$ cat src/design/mhp_pkg.sv
`timescale 1ns / 1ps
// ----------------------------------------------------------------------------
// mhp_pkg
// Shared types and constants of the MQTT header parser: parse phases, status
// codes, parser state and header record layouts.
// ----------------------------------------------------------------------------
package mhp_pkg;

	localparam int MAX_VARINT_BYTES = 4;

	// parse phases
	localparam logic [2:0] PH_IDLE       = 3'd0;
	localparam logic [2:0] PH_VARINT     = 3'd1;
	localparam logic [2:0] PH_TOPIC_HI   = 3'd2;
	localparam logic [2:0] PH_TOPIC_LO   = 3'd3;
	localparam logic [2:0] PH_TOPIC_SKIP = 3'd4;
	localparam logic [2:0] PH_ID_HI      = 3'd5;
	localparam logic [2:0] PH_ID_LO      = 3'd6;
	localparam logic [2:0] PH_BODY       = 3'd7;

	// record status
	localparam logic [1:0] ST_OK      = 2'd0;
	localparam logic [1:0] ST_VARINT  = 2'd1;
	localparam logic [1:0] ST_OVERRUN = 2'd2;

	localparam logic [3:0] PKT_PUBLISH = 4'd3;

	localparam int DATA_W = 128;
	localparam int USER_W = 3;

	typedef struct packed {
		logic [2:0]  phase;
		logic [7:0]  first_byte;
		logic [2:0]  varint_count;
		logic [27:0] remaining_value;
		logic [27:0] bytes_left;
		logic [15:0] topic_len;
		logic [15:0] id;         // topic skip countdown, then packet id
	} st_t;

	typedef struct packed {
		logic [3:0]  packet_type;
		logic        dup;
		logic [1:0]  qos;
		logic        retain;
		logic [27:0] remaining_length;
		logic [28:0] total_length;
		logic [15:0] topic_length;
		logic [15:0] packet_id;
		logic [27:0] payload_length;
		logic        is_publish;
		logic [1:0]  status;
	} rec_t;

endpackage

$ cat src/design/mqtt_header_parser_core.sv
`timescale 1ns / 1ps
// Record path: the byte completing the header is taken into the input register,
//   and its record is then loaded into the result register, which drives m_tvalid
//   (that load waits while the result register still holds a stalled record).
// Throughput: one byte per cycle; the byte path stalls only while a finished
//   record waits in the result register and the sink holds m_tready low.
// Reset: arst_n clears the parser to wait for a first byte and empties both registers.
// ----------------------------------------------------------------------------
// mqtt_header_parser_core
// Parses back-to-back MQTT control packets one byte per transfer and emits one
// header record per packet (fixed header, plus topic length, packet id and
// payload length for PUBLISH).
// ----------------------------------------------------------------------------
module mqtt_header_parser_core import mhp_pkg::*; (
	input  logic              clk,
	input  logic              arst_n,
	// byte stream
	input  logic              s_tvalid,
	output logic              s_tready,
	input  logic [7:0]        s_tdata,   // [7:0] byte_in
	input  logic [0:0]        s_tuser,   // [0] frame_start
	// header records
	output logic              m_tvalid,
	input  logic              m_tready,
	output logic [DATA_W-1:0] m_tdata,   // [3:0] packet_type, [4] dup, [6:5] qos,
	                                     // [7] retain, [35:8] remaining_length,
	                                     // [64:36] total_length, [80:65] topic_length,
	                                     // [96:81] packet_id, [124:97] payload_length
	output logic [USER_W-1:0] m_tuser    // [0] is_publish, [2:1] status
);

	// input register stage
	logic       vld_s1;
	logic [7:0] byte_s1;
	logic       start_s1;

	// parser state, advanced once per consumed byte
	st_t  st_q;
	st_t  st_nxt;
	rec_t rec;
	logic rec_vld;
	logic out_free;
	logic adv;

	// A byte leaves stage 1 whenever the result register can take a record.
	// Bytes that complete no header could go regardless, but tying advance to
	// out_free keeps ordering trivially correct.
	assign adv      = vld_s1 && out_free;
	assign s_tready = !vld_s1 || adv;

	always_ff @(posedge clk or negedge arst_n) begin
		if (!arst_n) begin
			vld_s1 <= 1'b0;
		end else if (s_tready) begin
			vld_s1 <= s_tvalid;
		end
	end

	always_ff @(posedge clk) begin
		if (s_tready && s_tvalid) begin
			byte_s1  <= s_tdata;
			start_s1 <= s_tuser[0];
		end
	end

	// whole parser state is control: reset to idle with cleared counters
	always_ff @(posedge clk or negedge arst_n) begin
		if (!arst_n) begin
			st_q <= '0;
		end else if (adv) begin
			st_q <= st_nxt;
		end
	end

	mhp_step u_step (
		.st          (st_q),
		.byte_in     (byte_s1),
		.frame_start (start_s1),
		.st_nxt      (st_nxt),
		.rec         (rec),
		.rec_vld     (rec_vld)
	);

	// record lands here on the step that completes the header or flags an error
	mhp_out_reg u_out (
		.clk      (clk),
		.arst_n   (arst_n),
		.load     (adv && rec_vld),
		.rec      (rec),
		.free     (out_free),
		.m_tvalid (m_tvalid),
		.m_tready (m_tready),
		.m_tdata  (m_tdata),
		.m_tuser  (m_tuser)
	);

endmodule

$ cat src/design/mhp_step.sv
`timescale 1ns / 1ps
// ----------------------------------------------------------------------------
// mhp_step
// Per-byte parse logic: next parser state and the header record, if any.
// ----------------------------------------------------------------------------
module mhp_step import mhp_pkg::*; (
	input  st_t        st,
	input  logic [7:0] byte_in,
	input  logic       frame_start,
	output st_t        st_nxt,
	output rec_t       rec,
	output logic       rec_vld
);

	logic [27:0] shifted;
	logic [27:0] rv_acc;
	logic [27:0] bl_dec;
	logic [2:0]  cnt_inc;
	logic [15:0] tl_new;
	logic [15:0] id_dec;
	logic [16:0] need;
	logic        qos_nz;
	logic        pub;

	always_comb begin
		case (st.varint_count)
			3'd0:    shifted = {21'd0, byte_in[6:0]};
			3'd1:    shifted = {14'd0, byte_in[6:0], 7'd0};
			3'd2:    shifted = {7'd0, byte_in[6:0], 14'd0};
			3'd3:    shifted = {byte_in[6:0], 21'd0};
			default: shifted = '0;
		endcase
	end

	assign rv_acc  = st.remaining_value | shifted;
	assign bl_dec  = st.bytes_left - 28'd1;
	assign cnt_inc = st.varint_count + 3'd1;
	assign tl_new  = {st.topic_len[15:8], byte_in};
	assign id_dec  = st.id - 16'd1;
	assign qos_nz  = |st.first_byte[2:1];
	assign pub     = (st.first_byte[7:4] == PKT_PUBLISH);
	assign need    = {1'b0, tl_new} + (qos_nz ? 17'd2 : 17'd0);

	always_comb begin
		st_nxt  = st;
		rec_vld = 1'b0;
		rec     = '0;
		rec.packet_type      = st.first_byte[7:4];
		rec.dup              = st.first_byte[3];
		rec.qos              = st.first_byte[2:1];
		rec.retain           = st.first_byte[0];
		rec.is_publish       = pub;
		rec.remaining_length = st.remaining_value;
		rec.total_length     = 29'd1 + {26'd0, st.varint_count} + {1'b0, st.remaining_value};
		rec.status           = ST_OK;

		if (frame_start || st.phase == PH_IDLE) begin
			st_nxt            = '0;
			st_nxt.first_byte = byte_in;
			st_nxt.phase      = PH_VARINT;
		end else begin
			case (st.phase)
				PH_VARINT: begin
					st_nxt.remaining_value = rv_acc;
					st_nxt.varint_count    = cnt_inc;
					rec.remaining_length   = rv_acc;
					if (byte_in[7]) begin
						rec.total_length = '0;
						if (cnt_inc >= 3'(MAX_VARINT_BYTES)) begin
							rec_vld      = 1'b1;
							rec.status   = ST_VARINT;
							st_nxt.phase = PH_IDLE;
						end
					end else begin
						st_nxt.bytes_left = rv_acc;
						rec.total_length  = 29'd1 + {26'd0, cnt_inc} + {1'b0, rv_acc};
						if (!pub || rv_acc < 28'd2) begin
							rec_vld      = 1'b1;
							rec.status   = pub ? ST_OVERRUN : ST_OK;
							st_nxt.phase = (rv_acc != '0) ? PH_BODY : PH_IDLE;
						end else begin
							st_nxt.phase = PH_TOPIC_HI;
						end
					end
				end
				PH_TOPIC_HI: begin
					st_nxt.bytes_left = bl_dec;
					st_nxt.topic_len  = {byte_in, 8'd0};
					st_nxt.phase      = PH_TOPIC_LO;
				end
				PH_TOPIC_LO: begin
					st_nxt.bytes_left = bl_dec;
					st_nxt.topic_len  = tl_new;
					rec.topic_length  = tl_new;
					if ({11'd0, need} > bl_dec) begin
						rec_vld      = 1'b1;
						rec.status   = ST_OVERRUN;
						st_nxt.phase = (bl_dec != '0) ? PH_BODY : PH_IDLE;
					end else if (tl_new != '0) begin
						st_nxt.id    = tl_new;
						st_nxt.phase = PH_TOPIC_SKIP;
					end else if (qos_nz) begin
						st_nxt.phase = PH_ID_HI;
					end else begin
						rec_vld            = 1'b1;
						rec.payload_length = bl_dec;
						st_nxt.phase       = (bl_dec != '0) ? PH_BODY : PH_IDLE;
					end
				end
				PH_TOPIC_SKIP: begin
					st_nxt.bytes_left = bl_dec;
					st_nxt.id         = id_dec;
					rec.topic_length  = st.topic_len;
					if (id_dec == '0) begin
						if (qos_nz) begin
							st_nxt.phase = PH_ID_HI;
						end else begin
							rec_vld            = 1'b1;
							rec.payload_length = bl_dec;
							st_nxt.phase       = (bl_dec != '0) ? PH_BODY : PH_IDLE;
						end
					end
				end
				PH_ID_HI: begin
					st_nxt.bytes_left = bl_dec;
					st_nxt.id         = {byte_in, 8'd0};
					st_nxt.phase      = PH_ID_LO;
				end
				PH_ID_LO: begin
					st_nxt.bytes_left  = bl_dec;
					st_nxt.id          = {st.id[15:8], byte_in};
					rec_vld            = 1'b1;
					rec.topic_length   = st.topic_len;
					rec.packet_id      = {st.id[15:8], byte_in};
					rec.payload_length = bl_dec;
					st_nxt.phase       = (bl_dec != '0) ? PH_BODY : PH_IDLE;
				end
				PH_BODY: begin
					st_nxt.bytes_left = bl_dec;
					if (bl_dec == '0) begin
						st_nxt.phase = PH_IDLE;
					end
				end
				default: begin
					st_nxt.phase = PH_IDLE;
				end
			endcase
		end
	end

endmodule

$ cat src/design/mhp_out_reg.sv
`timescale 1ns / 1ps
// ----------------------------------------------------------------------------
// mhp_out_reg
// Result register: holds one header record until the sink takes it.
// ----------------------------------------------------------------------------
module mhp_out_reg import mhp_pkg::*; (
	input  logic              clk,
	input  logic              arst_n,
	input  logic              load,
	input  rec_t              rec,
	output logic              free,
	output logic              m_tvalid,
	input  logic              m_tready,
	output logic [DATA_W-1:0] m_tdata,
	output logic [USER_W-1:0] m_tuser
);

	logic vld_q;
	rec_t rec_q;

	assign free = !vld_q || m_tready;

	always_ff @(posedge clk or negedge arst_n) begin
		if (!arst_n) begin
			vld_q <= 1'b0;
		end else if (free) begin
			vld_q <= load;
		end
	end

	always_ff @(posedge clk) begin
		if (free && load) begin
			rec_q <= rec;
		end
	end

	assign m_tvalid = vld_q;
	assign m_tdata  = {3'd0, rec_q.payload_length, rec_q.packet_id, rec_q.topic_length,
		rec_q.total_length, rec_q.remaining_length, rec_q.retain, rec_q.qos,
		rec_q.dup, rec_q.packet_type};
	assign m_tuser  = {rec_q.status, rec_q.is_publish};

endmodule

$ cat config.mk
export PLATFORM = sky130hd
export DESIGN_NAME = mqtt_header_parser_core
export DESIGN_NICKNAME = d
export VERILOG_FILES = /design/src/design/mhp_pkg.sv /design/src/design/mqtt_header_parser_core.sv /design/src/design/mhp_step.sv /design/src/design/mhp_out_reg.sv
export SDC_FILE = /design/constraint.sdc
export NUM_CORES = 1
export LEC_CHECK = 0
export ABC_AREA = 1
export BUFFER_PORTS_ARGS = -buffer_cell sky130_fd_sc_hd__buf_4
export CAP_MARGIN = 10
export CORE_UTILIZATION = 60
export DETAILED_ROUTE_END_ITERATION = 8
export PLACE_DENSITY = 0.78
export SETUP_SLACK_MARGIN = 0.2
export SYNTH_ARGS = -nofsm -noshare
export SYNTH_HDL_FRONTEND = slang
export SYNTH_SLANG_ARGS = --single-unit
$ cat constraint.sdc
create_clock -name clk -period 8.5 [get_ports clk]
set_clock_uncertainty 0.05 [all_clocks]
set_input_delay 1.7 -clock clk [delete_from_list [all_inputs] [get_ports clk]]
set_output_delay 1.7 -clock clk [all_outputs]
set_load 0.02 [all_outputs]
* After elaboration in Yosys (flattened, before gate mapping)
Index checks and enable logic that the tools add are counted.
** Operators by class
- Equality and inequality tests :: 19
- Bitwise logic cells :: 2
- Shift operators :: 0
- Muxes and demuxes :: 47
- $add $sub $neg :: 8
- Reduce and logical (&&, ||, !) cells :: 36
- Divide/modulo/power cells :: 0
- Multipliers :: 0
- $lt $le $gt $ge :: 3
** Operators with widths (number)
- two-way mux 28 bit :: 5
- two-way mux 117 bit :: 1
- one-hot mux 28 bit (4 select lines) :: 1
- two-way mux 91 bit :: 1
- one-hot mux 28 bit (3 select lines) :: 1
- one-hot mux 16 bit (2 select lines) :: 2
- one-hot mux 16 bit (4 select lines) :: 1
- adder 29 x 28 -> 29 bit :: 2
- two-way mux 57 bit :: 1
- one-hot mux 28 bit (2 select lines) :: 1
- nonzero test 28 bit :: 2
- two-way mux 16 bit :: 3
- two-way mux 3 bit :: 11
- two-way mux 31 bit :: 1
- two-way mux 29 bit :: 1
- greater-than comparator 17 x 28 -> 1 bit :: 1
- logical NOT 28 bit :: 1
- < comparator 28 x 2 -> 1 bit, second input constant :: 1
- bitwise OR 28 bit :: 1
- subtractor 28 x 1 -> 28 bit, second input constant :: 1
- one-hot mux 3 bit (7 select lines) :: 1
- adder 16 x 17 -> 17 bit :: 1
- logical NOT 16 bit :: 1
- nonzero test 16 bit :: 1
- other kinds (31) :: 72
** Word-level totals
- Latch bits :: 0
- Output and inout port bits :: 133
- RAM bits :: 0
- Word-level logic and storage cells :: 139
- Register bits after elaboration :: 241
- Input port bits :: 13
- Bits in read-only memories :: 0
- Memories kept :: 0

* Longest topological paths before layout
- Depth after elaboration :: 11
- Mapped depth :: 26
- Mapped depth without buffers :: 26

* Cells and area by module
From an unflattened synthesis, not the netlist that was laid out.
** Second synthesis, totals
- Cell total of the unflattened synthesis :: 2108
- Area total of the unflattened synthesis :: 15940.3 µm²
** Modules (own cells, without submodules)
- mhp_step :: seq. area each 0.0 µm², cells an instance 1509, instances 1, area each 7634.8 µm²
- mqtt_header_parser_core :: seq. area each 2847.7 µm², cells an instance 461, instances 1, area each 4390.5 µm²
- mhp_out_reg :: seq. area each 3868.7 µm², cells an instance 138, instances 1, area each 3915.0 µm²

* Worst setup path before layout
OpenSTA, ideal clock, no wires.
- Kind :: reg-to-reg
- Start :: register st_q[93] (netlist bit)
- End :: register u_out.rec_q, in the netlist u_out.m_tdata[0] (enable)
- Period minus slack after synthesis :: 5904 ps
- Required time :: 7969 ps
- Library setup time :: 481 ps
- Data arrival time :: 5373 ps
- Setup slack :: 2596 ps
- Stages on the path, launching flop included :: 24
- Buffers on the path :: 0
- Path through :: dfrtp_1 > nor2_1 > inv_1 > ha_1 > ha_1 > nand3_1 > nor2_1 > nand3_1 > nor3_1 > nand3_1 > xor2_1 > ha_1 > nand2_1 > nor2_1 > a21oi_1 > o21ai_0 > a21oi_1 > nor2_1 > nand2_1 > nand2_1 > nand3_2 > nand4_1 > nand2_1 > inv_1
** Between the ends
- Word-level cells in the longest chain between the ends :: 9
- Elaborated cells on any way between the ends :: 12
- Classes of those cells :: add/sub: 1; order compare: 1; mux: 7; reduce/logical: 3
** RTL lines
- start: declaration :: line mqtt_header_parser_core.sv:38 : st_t st_q;
- start signal: assignment :: line mqtt_header_parser_core.sv:71 : st_q <= st_nxt;
- OR reduction 2 bit (*) :: line mhp_step.sv:40 : assign qos_nz = |st.first_byte[2:1];
- two-way mux 2 bit :: line mhp_step.sv:42 : assign need = {1'b0, tl_new} + (qos_nz ? 17'd2 : 17'd0);
- adder 16 x 17 -> 17 bit :: line mhp_step.sv:42
- greater-than comparator 17 x 28 -> 1 bit :: line mhp_step.sv:95 : if ({11'd0, need} > bl_dec) begin
- two-way mux 1 bit :: line mhp_step.sv:95
- one-hot mux 1 bit (4 select lines) (*) :: line mhp_step.sv:62 : case (st.phase)
- two-way mux 1 bit (*) :: line mhp_step.sv:57 : if (frame_start || st.phase == PH_IDLE) begin
- logical AND 1 bit (*) :: line mqtt_header_parser_core.sv:88 : .load (adv && rec_vld),
- logical AND 1 bit (*) :: line mhp_out_reg.sv:32 : if (free && load) begin
- end signal: assignment :: line mhp_out_reg.sv:33 : rec_q <= rec;
- end: declaration :: line mhp_out_reg.sv:19 : rec_t rec_q;
Mark *: on every way between the ends. The rest lies on a longest branch, timed or not.
A chain may end at the register's enable or synchronous reset.

* Worst setup path after layout
- Start :: register st_q[93] (netlist bit)
- End :: register u_out.rec_q, in the netlist u_out.m_tdata[23] (enable)
Same word-level chain as after synthesis.

==> impl_metrics.ini <==
[cts]
clk_pin_slew_ns = 0.06
cts_resized = 0
clock-root-buffer = clkbuf_16
tritoncts = done
postCtsHoldBufs = 0
clock_sinks = 241
clk_latency_ns = 0.55
cts_setup_buffers = 0
numCtsBuffers = 26
cts-htree-levels = 1
cts.path.max_buffers = 3

[timing]
setup_viol = 0
setup-tns-final_ns = 0
fmax_mhz = 187
period_share_pct = 63.1
rsz0062_at_grt = false
hold_viol_final = 0
worst_pin_slew_ns = 1.04
maxSlewHeadroom_pct = 30.2
period_minus_slack_ns = 5.36
slew_violations = 0

[placed_design]
dpl.cell_count = 2124
port_buffers = 142
gp_congestion = 0.968
dp_hpwl_um = 30100

[logic_synthesis]
ys_seq_elements = 241
synth-main-ff-cell = edfxtp_1
yosys_warnings = 0
postSynthCellCount = 1707
synth_area_um2 = 14000
synth_edf_count = 137
synth-seq-area-share_pct = 48.0
netlist-cell-type-count = 52
async_reset_ff_share_pct = 43.2
syn_avg_cell_area_um2 = 8.19

[detailed_routing]
ant_nets = 0
vias = 12836
wl_per_cell_um = 19.2
viasPerCell = 5.91
detail_route.first_pass.iterations = 6
dr.first_iter.drc_count = 1315
drt-total-wl_um = 41800
remaining_drc_errors = 0

[setup_path]
worst-path-stages = 24
start_kind = flop
critPathMaxFanout = 66
cp_top_family = simple AND/OR/NAND/NOR gates
r2r_cells = 24
worst-path-buf-inv = 3
critPathRequiredTime_ns = 8.62
cp_cell_sequence = nor2_1 -> inv_1 -> ha_1 -> ha_1 -> nand3_1 -> nor2_1 -> nand3_1 -> nor3_1 -> nand3_1 -> xor2_1 -> ha_1 -> nand2_1 -> nor2_1 -> a21oi_1 -> o21ai_0 -> a21oi_1 -> nor2_1 -> nand2_1 -> nand2_1 -> nand3_2 -> nand4_1 -> nand2_1 -> inv_4 -> buf_4
endpoint_kind = flop
slowest_delay_ns = 0.74
cp_slowest_cell = buf_4
crit_type = flop to flop
arrival_ns = 5.48

[min_path]
holdCritPathClass = flop to flop
hold_depth = 0

[layout]
area_growth_pct = 15.5
layout-drive-gt1-share_pct = 15.0
finalNonFillerCells = 2173
nNetsFinal = 1892

[power]
clock_power_share_pct = 18.2
p_sw_share_pct = 50.0
pwr-share-comb_pct = 54.9
seqPwrFrac_pct = 26.9
internal_power_uw = 3150
cellLeakagePower_uw = 0.00707
power_switching_uw = 3150
p_per_area_nw_per_um2 = 390
peakVddDrop_mv = 0.301

[global_route]
grt_max_degree = 67
grt_pass1_wl_um = 65200
antenna_found_initial = 1
grt_pass1_vias = 11725
grt-ovfl-total = 0
grt.total_usage_pct = 35.3

[die]
core_area_um2 = 22800
initial_core_util_pct = 61.4
dieArea_um2 = 23900
fp-row-count = 55
ios = 146
die_h_um = 155
die_w_um = 155

[flow_run]
max_cap_violations = 0

[run_status]
status = complete, no violations
cell usage in the layout (no fill, tap or decap), types with 4 or more instances in the layout:
cell and instances:
a21oi_1 108, a31oi_1 5, buf_4 149, clkbuf_1 5, clkbuf_16 26, clkbuf_8 4
clkinv_1 6, clkinv_2 7, dfrtp_1 104, edfxtp_1 137, ha_1 38, inv_1 196
inv_2 6, nand2_1 396, nand2_2 10, nand2_4 5, nand3_1 102, nand3_2 5
nand4_1 43, nor2_1 191, nor2_2 27, nor2_4 12, nor3_1 28, nor4_1 7
o21ai_0 111, o21ai_1 14, o21ai_2 10, o22ai_1 8, o31ai_1 6, o32ai_1 18
xnor2_1 6, xor2_1 27
routing by layer:
layer	vias up	wire [µm]	global-route usage [%]
li1	5991	-	-
met1	6006	17700	50.6
met2	732	18700	54.3
met3	107	3860	5.60
met4	0	1540	13.0
met5	-	0	0
worst reg2reg max path: cells and delay by family (launching register included):
kind	cells	cell delay, ns
and+or+nand+nor	14	1.92
AOI/OAI and AO/OA	3	0.25
adders and majority gates	3	0.71
DFF	1	0.38
buffers and inverters	3	1.48
xor gates and xnor gates	1	0.17
power by group through the flow:
stage	clock network [µW]	registers, µW	logic (µW)
CTS	1150	1680	3390
finish	1150	1690	3460
global route	1200	1720	3800
floorplan	0	1730	2380
detailed placement	0	1700	3360
global placement	0	1690	3320
stage by stage:
step,power (µW),area [µm²],util (%),setup WS (ns),hold WS [ns]
5_1_grt,6710,16100,70.9,2.56,0.413
3_3_place_gp,5010,15300,67.1,3.34,0.385
6_report,6300,16100,70.9,3.14,0.396
4_1_cts,6220,16100,70.9,3.12,0.396
3_5_place_dp,5060,15300,67.1,3.18,0.381
2_1_floorplan,4110,14000,-,2.60,0.375
flip-flops by register name (all words and copies together) (netlist names):
register and flops:
u_out.m_tdata 125, u_out.m_tvalid 1, st_q 102, byte_s1 8, start_s1 1, u_out.m_tuser 3, vld_s1 1
kinds of logic after synthesis:
family | after synthesis | synth area share (%)
and+or+nand+nor | 839 | 26.9
DFF | 241 | 48.0
xor gates and xnor gates | 35 | 2.30
other | 1 | 0.0268
AOI/OAI and AO/OA | 295 | 11.9
adders and majority gates | 40 | 3.69
buffers and inverters | 256 | 7.15
area by class of cell:
type / instances / area [µm²]
clock inverters: 13 / 138
flip-flops and latches: 241 / 6720
diodes: 1 / 2.50
well taps: 313 / 392
clock buffers: 35 / 724
fillers: 1830 / 6630
inverters: 209 / 787
repair buffers: 149 / 1120
multi-input cells: 1212 / 6270
worst paths after layout:
kind	from	endpoint	slack (ns)
setup / recovery	st_q[93]$_DFFE_PN0P_	u_out.m_tdata[23]$_DFFE_PP_	3.14
hold / removal	st_q[94]$_DFFE_PN0P_	u_out.m_tdata[4]$_DFFE_PP_	0.40
setup reg to reg	st_q[93]$_DFFE_PN0P_	u_out.m_tdata[23]$_DFFE_PP_	3.14
hold reg to reg	st_q[94]$_DFFE_PN0P_	u_out.m_tdata[4]$_DFFE_PP_	0.40
max in group asynchronous	arst_n	st_q[34]$_DFFE_PN0P_	5.97
min in group asynchronous	arst_n	st_q[56]$_DFFE_PN0P_	1.16
cell usage after synthesis (28+ instances only):
library cell	count	area share, %
nand2_1	396	11
inv_1	197	5.3
nor2_1	191	5.1
edfxtp_1	137	29
o21ai_0	111	4.0
a21oi_1	108	3.9
dfrtp_1	104	19
nand3_1	102	3.7
nand4_1	43	1.9
ha_1	38	3.4
clkbuf_1	32	0.86
nor3_1	28	1.0
Note: power is estimated with default switching activity, not from simulation.
